$ cat src/rtl/ccs_pkg.sv
// Shared types and constants for the C comment stripper.
`timescale 1ns / 1ps
`default_nettype none

package ccs_pkg;

    localparam logic [7:0] CH_SLASH = 8'h2F;
    localparam logic [7:0] CH_STAR  = 8'h2A;

    // Scanner mode, one-hot.
    typedef enum logic [3:0] {
        MODE_TEXT  = 4'b0001,
        MODE_HELD  = 4'b0010,
        MODE_LINE  = 4'b0100,
        MODE_BLOCK = 4'b1000
    } mode_t;

    // One output beat.
    typedef struct packed {
        logic [7:0] out_ch;
        logic       is_newline;
        logic       last;
    } res_t;

    // Number of beats produced by one input item (0..2).
    typedef logic [1:0] cnt_t;

endpackage

`default_nettype wire

$ cat src/rtl/ccs_core.sv
// Comment scanner: mode state and per-item result generation.
`timescale 1ns / 1ps
`default_nettype none

module ccs_core (
    input  wire logic         clk,
    input  wire logic         rst_n,
    input  wire logic         step,
    input  wire logic         is_eol,
    input  wire logic [7:0]   ch,
    output ccs_pkg::cnt_t     res_cnt,
    output ccs_pkg::res_t     res0,
    output ccs_pkg::res_t     res1
);
    import ccs_pkg::*;

    mode_t mode_reg, mode_next;
    logic  skip_reg, skip_next;
    logic  star_reg, star_next;
    logic  has_reg, has_next;

    always_comb
    begin
        logic  is_slash;
        logic  is_star;
        cnt_t  n;
        res_t  r0;
        res_t  r1;

        is_slash  = (ch == CH_SLASH);
        is_star   = (ch == CH_STAR);
        n         = '0;
        r0        = '0;
        r1        = '0;
        mode_next = mode_reg;
        skip_next = skip_reg;
        star_next = star_reg;
        has_next  = has_reg;

        if (is_eol)
        begin
            if (mode_reg == MODE_HELD)
            begin
                r0.out_ch = CH_SLASH;
                n         = 2'd1;
                has_next  = 1'b1;
                mode_next = MODE_TEXT;
            end
            else if (mode_reg == MODE_LINE)
            begin
                mode_next = MODE_TEXT;
            end
            // newline only outside a block comment and on a non-empty line
            if (mode_next != MODE_BLOCK && has_next)
            begin
                if (n == 2'd0)
                begin
                    r0.is_newline = 1'b1;
                end
                else
                begin
                    r1.is_newline = 1'b1;
                end
                n        = n + 2'd1;
                has_next = 1'b0;
            end
            skip_next = 1'b0;
            star_next = 1'b0;
        end
        else
        begin
            case (mode_reg)
                MODE_TEXT:
                begin
                    if (is_slash)
                    begin
                        mode_next = MODE_HELD;
                    end
                    else
                    begin
                        r0.out_ch = ch;
                        n         = 2'd1;
                        has_next  = 1'b1;
                    end
                end
                MODE_HELD:
                begin
                    if (is_slash)
                    begin
                        mode_next = MODE_LINE;
                    end
                    else if (is_star)
                    begin
                        mode_next = MODE_BLOCK;
                        skip_next = 1'b1;
                    end
                    else
                    begin
                        r0.out_ch = CH_SLASH;
                        r1.out_ch = ch;
                        n         = 2'd2;
                        has_next  = 1'b1;
                        mode_next = MODE_TEXT;
                    end
                end
                MODE_LINE:
                begin
                end
                MODE_BLOCK:
                begin
                    if (skip_reg)
                    begin
                        skip_next = 1'b0;
                    end
                    else if (is_slash && star_reg)
                    begin
                        mode_next = MODE_TEXT;
                    end
                end
                default:
                begin
                    mode_next = MODE_TEXT;
                end
            endcase
            star_next = is_star;
        end

        r0.last = (n == 2'd1);
        r1.last = 1'b1;
        res_cnt = n;
        res0    = r0;
        res1    = r1;
    end

    always_ff @(posedge clk or negedge rst_n)
    begin
        if (!rst_n)
        begin
            mode_reg <= MODE_TEXT;
            skip_reg <= 1'b0;
            star_reg <= 1'b0;
            has_reg  <= 1'b0;
        end
        else if (step)
        begin
            mode_reg <= mode_next;
            skip_reg <= skip_next;
            star_reg <= star_next;
            has_reg  <= has_next;
        end
    end

endmodule

`default_nettype wire

$ cat src/rtl/ccs_obuf.sv
// Two-entry output buffer that takes up to two beats per item.
`timescale 1ns / 1ps
`default_nettype none

module ccs_obuf (
    input  wire logic         clk,
    input  wire logic         rst_n,
    input  wire logic         push,
    input  ccs_pkg::cnt_t     push_cnt,
    input  ccs_pkg::res_t     push0,
    input  ccs_pkg::res_t     push1,
    output logic              space,
    output logic              out_valid,
    input  wire logic         out_ready,
    output ccs_pkg::res_t     head,
    output ccs_pkg::cnt_t     level
);
    import ccs_pkg::*;

    res_t slot0_reg, slot0_next;
    res_t slot1_reg, slot1_next;
    cnt_t cnt_reg, cnt_next;
    logic pop;

    assign out_valid = (cnt_reg != 2'd0);
    assign pop       = out_valid && out_ready;
    // room for a full pair once this cycle's pop is counted
    assign space     = (cnt_reg == 2'd0) || (cnt_reg == 2'd1 && pop);
    assign head      = slot0_reg;
    assign level     = cnt_reg;

    always_comb
    begin
        slot0_next = pop ? slot1_reg : slot0_reg;
        slot1_next = slot1_reg;
        cnt_next   = cnt_reg - {1'b0, pop};
        if (push)
        begin
            // buffer is empty after the pop whenever push is allowed
            slot0_next = push0;
            slot1_next = push1;
            cnt_next   = push_cnt;
        end
    end

    always_ff @(posedge clk or negedge rst_n)
    begin
        if (!rst_n)
        begin
            cnt_reg <= '0;
        end
        else
        begin
            cnt_reg <= cnt_next;
        end
    end

    always_ff @(posedge clk)
    begin
        slot0_reg <= slot0_next;
        slot1_reg <= slot1_next;
    end

endmodule

`default_nettype wire

$ cat src/rtl/c_comment_stripper.sv
// An input beat passes the input register and then the result buffer to reach the output.
// Throughput: one input item per cycle while out_ready is high and items produce at most
// one beat each; an item producing two beats holds the input until its second beat is taken.
// The two-entry result buffer sets the rate; the scanner itself has no loop.
// Reset (rst_n, async, active low) empties both stages and returns to plain text mode.
`timescale 1ns / 1ps
`default_nettype none

module c_comment_stripper (
    input  wire logic       clk,
    input  wire logic       rst_n,
    input  wire logic       in_valid,
    output logic            in_ready,
    input  wire logic       is_eol,
    input  wire logic [7:0] ch,
    output logic            out_valid,
    input  wire logic       out_ready,
    output logic [7:0]      out_ch,
    output logic            is_newline,
    output logic            last
);
    import ccs_pkg::*;

    logic       iv_reg;
    logic       eol_reg;
    logic [7:0] ch_reg;
    logic       move;
    logic       space;
    cnt_t       res_cnt;
    cnt_t       level;
    res_t       res0;
    res_t       res1;
    res_t       head;

    assign move     = iv_reg && space;
    assign in_ready = !iv_reg || move;

    always_ff @(posedge clk or negedge rst_n)
    begin
        if (!rst_n)
        begin
            iv_reg <= 1'b0;
        end
        else if (in_ready)
        begin
            iv_reg <= in_valid;
        end
    end

    always_ff @(posedge clk)
    begin
        if (in_valid && in_ready)
        begin
            eol_reg <= is_eol;
            ch_reg  <= ch;
        end
    end

    ccs_core u_core (
        .clk     (clk),
        .rst_n   (rst_n),
        .step    (move),
        .is_eol  (eol_reg),
        .ch      (ch_reg),
        .res_cnt (res_cnt),
        .res0    (res0),
        .res1    (res1)
    );

    ccs_obuf u_obuf (
        .clk       (clk),
        .rst_n     (rst_n),
        .push      (move),
        .push_cnt  (res_cnt),
        .push0     (res0),
        .push1     (res1),
        .space     (space),
        .out_valid (out_valid),
        .out_ready (out_ready),
        .head      (head),
        .level     (level)
    );

    assign out_ch     = head.out_ch;
    assign is_newline = head.is_newline;
    assign last       = head.last;

    a_level_max: assert property (@(posedge clk) disable iff (!rst_n)
        level != 2'd3)
        else $error("output buffer overfilled");

    a_nl_zero: assert property (@(posedge clk) disable iff (!rst_n)
        out_valid && is_newline |-> out_ch == 8'd0 && last)
        else $error("newline beat carries a character or is not last");

    a_pair_order: assert property (@(posedge clk) disable iff (!rst_n)
        out_valid && out_ready && !last |=> out_valid && last)
        else $error("first beat of a pair not followed by its last beat");

    a_move_room: assert property (@(posedge clk) disable iff (!rst_n)
        move |=> level == $past(res_cnt))
        else $error("buffer level does not match pushed beat count");

endmodule

`default_nettype wire
$ cat config.mk
export PLATFORM = sky130hd
export DESIGN_NAME = c_comment_stripper
export DESIGN_NICKNAME = d
export VERILOG_FILES = /design/src/rtl/ccs_pkg.sv /design/src/rtl/ccs_core.sv /design/src/rtl/ccs_obuf.sv /design/src/rtl/c_comment_stripper.sv
export SDC_FILE = /design/constraint.sdc
export NUM_CORES = 1
export LEC_CHECK = 0
export ABC_AREA = 0
export BUFFER_PORTS_ARGS = -buffer_cell sky130_fd_sc_hd__buf_4
export CAP_MARGIN = 10
export CORE_ASPECT_RATIO = 1.75
export CORE_MARGIN = 4
export CORE_UTILIZATION = 40
export CTS_BUF_LIST = sky130_fd_sc_hd__clkbuf_8
export DETAILED_ROUTE_END_ITERATION = 8
export GPL_TIMING_DRIVEN = 0
export PLACE_DENSITY = 0.69
export REMOVE_ABC_BUFFERS = 1
export SLEW_MARGIN = 10
export SYNTH_ARGS = -nofsm -noshare
export SYNTH_HDL_FRONTEND = slang
export SYNTH_HIERARCHICAL = 1
export SYNTH_SLANG_ARGS = --single-unit
$ cat constraint.sdc
create_clock -name clk -period 2.1 [get_ports clk]
set_input_delay 0.105 -clock clk [delete_from_list [all_inputs] [get_ports clk]]
set_output_delay 0.105 -clock clk [all_outputs]
set_load 0.02 [all_outputs]
# Word level (Yosys, flattened, before mapping)
# Index checks and enable logic that the tools add are counted.
# totals
out_inout_bits	12
elab_cells	97
reg_bits	38
# op_classes
eq_ne	17
bitwise_logic	1
reduce_logical	20
n_mux	44
n_addsub	2
# ops
cell	count
4-bit two-way mux	9
8-bit two-way mux	3
10-bit two-way mux	2
1-bit two-way mux	17
8-bit by 6-bit equality test with 1-bit output, second input constant	2
4-bit case mux with 4 select lines	1
8-bit case mux with 2 select lines	1
2-bit two-way mux	6
6-bit two-way mux	2
3-bit != test, second input constant	4
5-bit AND reduction	2
3-bit by 2-bit != test with 1-bit output, second input constant	3
1-bit logical AND	6
3-bit nonzero test	2
2-bit by 1-bit equality test with 1-bit output, second input constant	2
4-bit by 1-bit equality test with 1-bit output, second input constant	1
4-bit by 2-bit equality test with 1-bit output, second input constant	1
4-bit by 3-bit equality test with 1-bit output, second input constant	1
4-bit equality test, second input constant	1
2-bit zero test	2
4-bit != test, second input constant	1
1-bit case mux with 2 select lines	2
2-bit case mux with 2 select lines	1
4-bit AND reduction	1
other kinds (9)	11

# Logic depth before layout (Yosys ltp)
# Gate-level depths: netlist of the first run.
# depth
ltp_word	10
depth_mapped	9
mapped_depth_nobuf	8

# Hierarchy
# The synthesis of the first run kept the hierarchy.
# modules_own_cells
module	cells_per_inst	area_per_inst_um2	seq_area_each_um2	instances
ccs_obuf	45	873.3	650.6	1
ccs_core	104	838.3	176.4	1
c_comment_stripper	14	330.3	295.3	1

# Worst setup path after synthesis of the first run
# Ideal clock, no wire load.
# synth_timing
kind	register -> register
from	register u_core.mode_reg[0]
to	register u_obuf.slot0_reg (netlist bit u_obuf/head[0]), data pin
path_buffers	1
synth_period_minus_slack_ns	2.056
arrival_ns	1.796
path_stages_with_launch	10
setup_time_ns	0.260
required_ns	1.840
slack_ns	0.044
path_cell_list	dfstp_2 buf_2 nor3_1 o21ai_0 nand2_1 ha_1 inv_1 a21o_4 nor2b_4 mux2_2
# synth_rtl
item	line	text
from (decl)	ccs_core.sv:17	mode_t mode_reg, mode_next;
from (signal assigned)	ccs_core.sv:146	mode_reg <= mode_next;
to (signal assigned)	ccs_obuf.sv:60	slot0_reg <= slot0_next;
to (decl)	ccs_obuf.sv:20	res_t slot0_reg, slot0_next;

==> flow_metrics.env, run 1 <==
export IMPL_outcome="finished clean"
export IMPL_layout_common_cells="buf_4 (31), edfxtp_1 (29), dlygate4sd3_1 (10), inv_1 (9)"
export IMPL_hp_class="primary input to register"
export IMPL_grt_use_met3=0.03885
export IMPL_die_area_um2=6357
export IMPL_synth_top_area_share=0.4265
export IMPL_grt_pass1_vias=1308
export IMPL_synth_seq_cells=39
export IMPL_ys_seq_area_frac=0.5496
export IMPL_gp_congestion=0.7888
export IMPL_dp_hpwl_um=2508
export IMPL_wirelength_um=3740
export IMPL_design_area_um2=2534
export IMPL_numCtsBuffers=5
export IMPL_start_kind="register"
export IMPL_synthTopCellsByArea="edfxtp_1 (43%), dfrtp_1 (11%), mux2_4 (5.1%)"
export IMPL_top_usage_layer="met2"
export IMPL_rows=34
export IMPL_fin_ws_ns=0.05957
export IMPL_grt_overflow=0
export IMPL_dp_slack_ns=-0.02073
export IMPL_first_pass_iters=4
export IMPL_placed_area_um2=2230
export IMPL_synth_distinct_cells=45
export IMPL_cp_arrival_ns=2.09
export IMPL_synth_avg_cell_area_um2=12.53
export IMPL_ys_flop_type="edfxtp_1"
export IMPL_finalHoldViolCount=0
export IMPL_drc=0
export IMPL_worst_hold_slack_ns=0.01262
export IMPL_finClkSkew_ns=0.005760
export IMPL_dp_cells=233
export IMPL_crit_fanout=4
export IMPL_setup_viol=0
export IMPL_final_core_util=0.5091
export IMPL_synth_edff_count=29
export IMPL_initial_core_util=0.4103
export IMPL_cap_violations=0
export IMPL_grt_pass1_wl_um=6134
export IMPL_nets=219
export IMPL_dr_total_vias=1327
export IMPL_path_clk_slew_ns=0.07
export IMPL_cts_root_buf="clkbuf_8"
export IMPL_coreArea_um2=4977
export IMPL_mappedNetlistArea_um2=2042
export IMPL_fp_dieH_um=102.5
export IMPL_layout_commonest_cell="buf_4"
export IMPL_fillers=436
export IMPL_dieWidth_um=62.01
export IMPL_cts_sinks=39
export IMPL_htreeDepth=2
export IMPL_via_per_inst=5.143
export IMPL_antennaDiodeCount=0
export IMPL_clk_path_buf_depth=2
export IMPL_ioPinCount=25
export IMPL_reg2reg_slack_ns=0.06
export IMPL_io_buffers=24
export IMPL_cts_tree="done"
export IMPL_area_delta_synth_final_pct=24.08
export IMPL_ys_async_sr_fraction=0.2564
export IMPL_r2r_cells=8
export IMPL_crit_type="register to register"
export IMPL_yosys_warnings=6
export IMPL_met2_usage=0.2141
export IMPL_postRouteAntennaNets=0
export IMPL_drive_above_1_share=0.3824
export IMPL_p_leak_nw=1.099
export IMPL_fin_tns_setup_ns=0
export IMPL_grt_usage=0.1333
export IMPL_grt_max_degree=35
export IMPL_antenna_found_initial=0
export IMPL_min_path_cells=2
export IMPL_rsz0062_at_grt="no"
export IMPL_critical_path_required_ns=2.15
export IMPL_drt_initial_drc_count=27
export IMPL_instances_no_fill=258
export IMPL_met1_usage=0.1542
export IMPL_power_density_nw_per_um2=1229
export IMPL_drv_slew=0
export IMPL_fmax_ghz=0.4901
export IMPL_yosysTopAreaCell="edfxtp_1"
export IMPL_synthCells=163
export IMPL_routedWlPerCell_um=14.50
export IMPL_insertion_delay_ns=0.29
export IMPL_post_route_period_util=0.9716
export IMPL_finalPower_mw=3.114
export IMPL_critPathCaptureType="register"
export IMPL_fin_crit_ns=2.040
export IMPL_peakVddDrop_mv=1.003
==> worst max-delay path, stage by stage (launching register included) <==
cell and delay, ns:
dfstp_2 0.58, nor3_1 0.07, o21ai_0 0.15, nand2_1 0.11
ha_1 0.28, inv_1 0.04, a21o_4 0.20, nor2b_4 0.12
mux2_2 0.25
==> cell type report <==
class,count,area [um2],share of cell area
sequential,39,1125,0.4440
multi-input combinational,107,842.1,0.3323
timing repair buffer,41,332.8,0.1314
tap,54,67.56,0.02667
clock buffer,5,68.82,0.02716
inverter,9,33.78,0.01333
clock inverter,3,63.81,0.02519
==> power breakdown <==
part / leakage (nW) / switching, mW / internal, mW
sequential: 0.414 / 0.104 / 1.13
combinational: 0.615 / 0.572 / 0.581
clock: 0.0695 / 0.256 / 0.470
total: 1.10 / 0.931 / 2.18
==> per-layer routing <==
metal  up-vias  wire length (um)
met5         -                 0
met4         0                98
met3         9               175
met2        33              2008
met1       629              1457
li1        656                 -
==> Yosys cell counts (3+ instances only) <==
| cell | n |
|---|---|
| nand3_1 | 3 |
| inv_1 | 9 |
| nand2b_1 | 4 |
| buf_2 | 4 |
| a21oi_1 | 4 |
| nor3_1 | 4 |
| and3_1 | 4 |
| xnor2_1 | 3 |
| buf_6 | 3 |
| and2_4 | 3 |
| a21o_2 | 5 |
| dfrtp_1 | 9 |
| o21ai_0 | 8 |
| and2_2 | 3 |
| edfxtp_1 | 29 |
| nand2_1 | 7 |
| mux2_4 | 7 |
| o21ai_1 | 3 |
| nor2b_1 | 3 |
| ha_1 | 3 |
| mux2_2 | 4 |
| nor2_1 | 6 |
| and2_1 | 7 |
==> final timing paths <==
check | startpoint | end
setup / recovery | u_core/mode_reg[0] | u_obuf/head[0]
hold / removal | in_valid | iv_reg
setup reg to reg | u_core/mode_reg[0] | u_obuf/head[0]
hold reg to reg | u_core/skip_reg | u_core/skip_reg
max in group asynchronous | rst_n | u_core/mode_reg[0]
min in group asynchronous | rst_n | u_core/mode_reg[3]
==> what timing repair did <==
action	4_1_cts	5_1_grt
endpoints found under the hold margin	19	0
hold buffers	10	0
resized for setup	3	5
buffers inserted	2	5
pin swaps	0	0
setup endpoints to repair	1	4
==> kinds of logic (layout without fill, tap and decap cells) <==
kind of cell,Yosys count,after routing,share of synthesized area
and+or+nand+nor,55,55,0.1795
DFF,39,39,0.5496
AOI/OAI and AO/OA,32,32,0.1078
buffers and inverters,17,58,0.04657
muxes,13,13,0.08333
adders and majority gates,3,3,0.01838
xor gates and xnor gates,3,3,0.01287
other,1,1,0.001836
Power figures use the tool's default switching activity.
==> run 2: changes to the inputs <==
ABC_CLOCK_PERIOD_IN_PS = 2100   (was not set)
CORE_ASPECT_RATIO = 0.6   (was 1.75)
==> run 2 against run 1 <==
  * Clock-buffer cell count is 1 higher
  * Flip-flop and latch count stayed put
  * Sequential power hardly changed
  * Critical endpoint unchanged
  * Largest cell class unchanged
  * Non-clock buffer count is 1 lower
  * Setup slack better by 0.030 ns
  * Die area is 0.12% lower
  * Critical path depth stayed put
  * Sequential share of layout area is 0.44 points higher
  * Worst hold slack better by 0.15 ns
  * Global-route usage is 0.17 points lower
  * Clock skew is 0.0063 ns higher
==> flow_metrics.env, run 2 (synthesized netlist as in run 1, its figures left out) <==
export IMPL_hp_class="primary input to asynchronous set/reset pin"
export IMPL_slowest_stage="dfstp_2"
export IMPL_cap_violations=0
export IMPL_nets=218
export IMPL_layout_common_cells="edfxtp_1 (29), buf_4 (29), dlygate4sd3_1 (11), inv_1 (9)"
export IMPL_final_core_util=0.5276
export IMPL_fmax_ghz=0.4974
export IMPL_routedWlPerCell_um=14.65
export IMPL_cp_cell_sequence="nor3_1 -> o21ai_1 -> nand2_1 -> ha_1 -> inv_1 -> a21o_4 -> nor2b_4 -> mux2_2"
export IMPL_initial_core_util=0.4295
export IMPL_htreeDepth=2
export IMPL_post_route_period_util=0.9574
export IMPL_max_stage_delay_ns=0.56
export IMPL_setup_viol=0
export IMPL_rsz0062_at_grt="yes"
export IMPL_cts_tree="done"
export IMPL_crit_type="register to register"
export IMPL_drive_above_1_share=0.3744
export IMPL_fin_crit_ns=2.010
export IMPL_postRouteAntennaNets=0
export IMPL_clk_path_buf_depth=2
export IMPL_peakVddDrop_mv=0.4814
export IMPL_grt_usage=0.1316
export IMPL_io_buffers=24
export IMPL_wirelength_um=3897
export IMPL_reg2reg_slack_ns=0.09
export IMPL_path_clk_slew_ns=0.08
export IMPL_dieWidth_um=100.2
export IMPL_dp_hpwl_um=2575
export IMPL_first_pass_iters=4
export IMPL_critical_path_required_ns=2.16
export IMPL_cp_top_family="flip-flops"
export IMPL_cts_sinks=39
export IMPL_grt_max_degree=35
export IMPL_fin_tns_setup_ns=0
export IMPL_critPathCaptureType="register"
export IMPL_start_kind="register"
export IMPL_grt_overflow=0
export IMPL_rows=19
export IMPL_via_per_inst=5.030
export IMPL_grt_pass1_vias=1287
export IMPL_cp_arrival_ns=2.07
export IMPL_crit_path_start="u_core/mode_reg[0]"
export IMPL_rr_startpoint="u_core/mode_reg[0]"
export IMPL_drv_slew=0
export IMPL_power_density_nw_per_um2=1173
export IMPL_drt_initial_drc_count=88
export IMPL_grt_pass1_wl_um=6354
export IMPL_antennaDiodeCount=0
export IMPL_outcome="finished clean"
export IMPL_drc=0
export IMPL_coreArea_um2=4755
export IMPL_dr_total_vias=1338
export IMPL_fp_dieH_um=63.35
export IMPL_numCtsBuffers=5
export IMPL_die_area_um2=6350
export IMPL_critPathBufInv=1
export IMPL_finalHoldViolCount=0
export IMPL_crit_fanout=3
export IMPL_area_delta_synth_final_pct=22.86
export IMPL_finClkSkew_ns=0.01204
export IMPL_gp_congestion=0.8399
export IMPL_antenna_found_initial=0
export IMPL_ioPinCount=25
export IMPL_cts_root_buf="clkbuf_8"
export IMPL_p_leak_nw=1.074
export IMPL_insertion_delay_ns=0.30
run 2: metrics by stage:
stage	instance area, um2	setup slack (ns)	total power [mW]	hold slack [ns]	cells
final	2509	0.08951	2.942	0.1585	266
after global routing	2509	-0.004085	3.114	0.1744	266
after CTS	2474	0.004668	2.952	0.1679	263
after detailed placement	2241	-0.02919	2.353	-0.05214	242
after floorplan	1981	0.04919	2.015	-0.1906	155
after global placement	2240	-0.3727	2.335	-0.05540	242
run 2: metal layers:
metal / part of all wire / track usage / routed length (um)
met1: 0.51 / 0.1894 / 1972
met2: 0.43 / 0.1790 / 1672
met3: 0.048 / 0.04741 / 189
met4: 0.016 / 0.05042 / 63
met5: 0 / 0 / 0
run 2: layout make-up:
class                           count  area [um2]
Fill cell                         430        2246
Sequential cell                    39        1125
Multi-Input combinational cell    107       849.6
Timing Repair Buffer               40       327.8
Clock buffer                        6       82.58
Tap cell                           63       78.83
Inverter                            9       33.78
Clock inverter                      2       11.26
run 2: timing repair:
action | CTS | global route
buffers inserted | 2 | 3
setup endpoints to repair | 1 | 12
resized for setup | 3 | 7
hold buffers | 11 | 0
endpoints found under the hold margin | 20 | 0
run 2: path summary, 6_finish.rpt:
| kind | to | cells after the start |
|---|---|---|
| max in group asynchronous | u_core/mode_reg[0] | 2 |
| hold / removal | u_core/skip_reg | 2 |
| setup / recovery | u_obuf/head[0] | 8 |
| hold reg to reg | u_core/skip_reg | 2 |
| setup reg to reg | u_obuf/head[0] | 8 |
| min in group clk | u_obuf/level[0] | 4 |
run 2: power by group:
group | switching [mW] | internal, mW | leakage (nW) | total [mW]
clock network | 0.277 | 0.262 | 0.0449 | 0.539
logic | 0.589 | 0.578 | 0.615 | 1.17
registers | 0.106 | 1.13 | 0.414 | 1.24
total | 0.971 | 1.97 | 1.07 | 2.94
==> run 3: changes to the inputs <==
GPL_ROUTABILITY_DRIVEN = 0   (was not set)
PLACE_DENSITY = not set   (was 0.69)
RECOVER_POWER = 25   (was not set)
==> run 3 against run 2 <==
  * Flip-flop and latch count unchanged
  * Power decreased by 2.9%
  * Combinational power is essentially flat
  * Setup slack got worse by 0.050 ns
  * Clock power is 10% lower
  * Highest routed layer unchanged
==> flow_metrics.env, run 3 (synthesized netlist as in run 1, its figures left out) <==
export IMPL_drc=0
export IMPL_io_buffers=24
export IMPL_start_kind="register"
export IMPL_maxSlewHeadroom=0.6218
export IMPL_htreeDepth=2
export IMPL_numCtsBuffers=5
export IMPL_die_area_um2=6350
export IMPL_cts_root_buf="clkbuf_8"
export IMPL_worst_hold_slack_ns=0.01750
export IMPL_routedWlPerCell_um=14.61
export IMPL_postRouteAntennaNets=0
export IMPL_worst_pin_slew_ns=0.5672
export IMPL_placed_area_um2=2241
export IMPL_dp_cells=242
export IMPL_instances_no_fill=267
export IMPL_ioPinCount=25
export IMPL_rsz0062_at_grt="yes"
export IMPL_grt_usage=0.1227
export IMPL_antenna_found_initial=0
export IMPL_power_density_nw_per_um2=1157
export IMPL_initial_core_util=0.4295
export IMPL_antennaDiodeCount=0
export IMPL_area_delta_synth_final_pct=21.02
export IMPL_clk_path_buf_depth=2
export IMPL_finalPower_mw=2.858
export IMPL_layout_common_cells="edfxtp_1 (29), buf_4 (18), dlygate4sd3_1 (10), clkbuf_4 (9), inv_1 (9)"
export IMPL_insertion_delay_ns=0.29
export IMPL_final_core_util=0.5197
export IMPL_cts_sinks=39
export IMPL_fin_ws_ns=0.03904
export IMPL_cp_arrival_ns=2.10
export IMPL_design_area_um2=2471
export IMPL_drive_above_1_share=0.3431
export IMPL_via_per_inst=5.150
export IMPL_nets=219
export IMPL_first_pass_iters=4
export IMPL_critical_path_required_ns=2.14
export IMPL_fin_crit_ns=2.061
export IMPL_fp_dieH_um=63.35
export IMPL_path_clk_slew_ns=0.07
export IMPL_dp_slack_ns=-0.04546
export IMPL_fmax_ghz=0.4852
export IMPL_coreArea_um2=4755
export IMPL_finClkSkew_ns=0.005160
export IMPL_outcome="finished clean"
export IMPL_wirelength_um=3900
export IMPL_peakVddDrop_mv=0.4305
export IMPL_dr_total_vias=1375
export IMPL_cts_tree="done"
export IMPL_multi_input_area_um2=832.0
export IMPL_crit_type="register to register"
export IMPL_post_route_period_util=0.9814
export IMPL_fillers=431
export IMPL_cap_violations=0
export IMPL_fin_tns_setup_ns=0
export IMPL_dieWidth_um=100.2
export IMPL_setup_viol=0
export IMPL_layout_commonest_cell="edfxtp_1"
export IMPL_regArea_um2=1125
export IMPL_grt_pass1_wl_um=5954
export IMPL_drt_initial_drc_count=48
export IMPL_rows=19
export IMPL_dp_hpwl_um=2694
export IMPL_crit_fanout=8
export IMPL_p_leak_nw=1.053
export IMPL_hp_class="primary input to register"
export IMPL_grt_overflow=0
export IMPL_grt_max_degree=35
export IMPL_drv_slew=0
export IMPL_critPathCaptureType="register"
export IMPL_grt_pass1_vias=1267
export IMPL_finalHoldViolCount=0
==> run 3: worst max-delay path, stage by stage (launching register included) <==
cell	delay (ns)
dfrtp_2	0.47
nor2_1	0.22
nand3_2	0.17
ha_1	0.33
inv_1	0.05
a21o_4	0.21
nor2b_4	0.12
mux2_2	0.25
==> run 3: power by group <==
part / internal (mW) / switching (mW) / total, mW
clock: 0.226 / 0.258 / 0.484
combinational: 0.551 / 0.593 / 1.14
sequential: 1.13 / 0.0983 / 1.23
==> run 3: worst paths after layout <==
| kind | from | endpoint | slack (ns) | depth (start not counted) |
|---|---|---|---|---|
| setup / recovery | u_core/mode_reg[3] | u_obuf/head[0] | 0.04 | 7 |
| hold / removal | in_valid | iv_reg | 0.02 | 2 |
| setup reg to reg | u_core/mode_reg[3] | u_obuf/head[0] | 0.04 | 7 |
| hold reg to reg | u_core/has_reg | u_core/has_reg | 0.51 | 1 |
| max in group asynchronous | rst_n | u_core/mode_reg[3] | 1.38 | 2 |
| min in group asynchronous | rst_n | u_core/skip_reg | 0.32 | 2 |
==> run 3: layout make-up <==
class | instances | share of cell area
Clock buffer | 5 | 0.02785
Clock inverter | 3 | 0.006076
Inverter | 9 | 0.01367
Multi-Input combinational cell | 107 | 0.3367
Sequential cell | 39 | 0.4552
Tap cell | 63 | 0.03190
Timing Repair Buffer | 41 | 0.1286
==> run 3: timing repair <==
item	4_1_cts	5_1_grt
endpoints found under the setup margin	1	12
setup buffers	4	3
endpoints found under the hold margin	19	0
resized for setup	2	3
hold buffers	10	0
==> run 3: per-layer routing <==
metal,vias up,part of all wire,track usage
met4,0,0.0085,0.03529
met5,-,0,0
li1,657,-,-
met1,669,0.48,0.1691
met3,5,0.065,0.04079
met2,44,0.45,0.1840
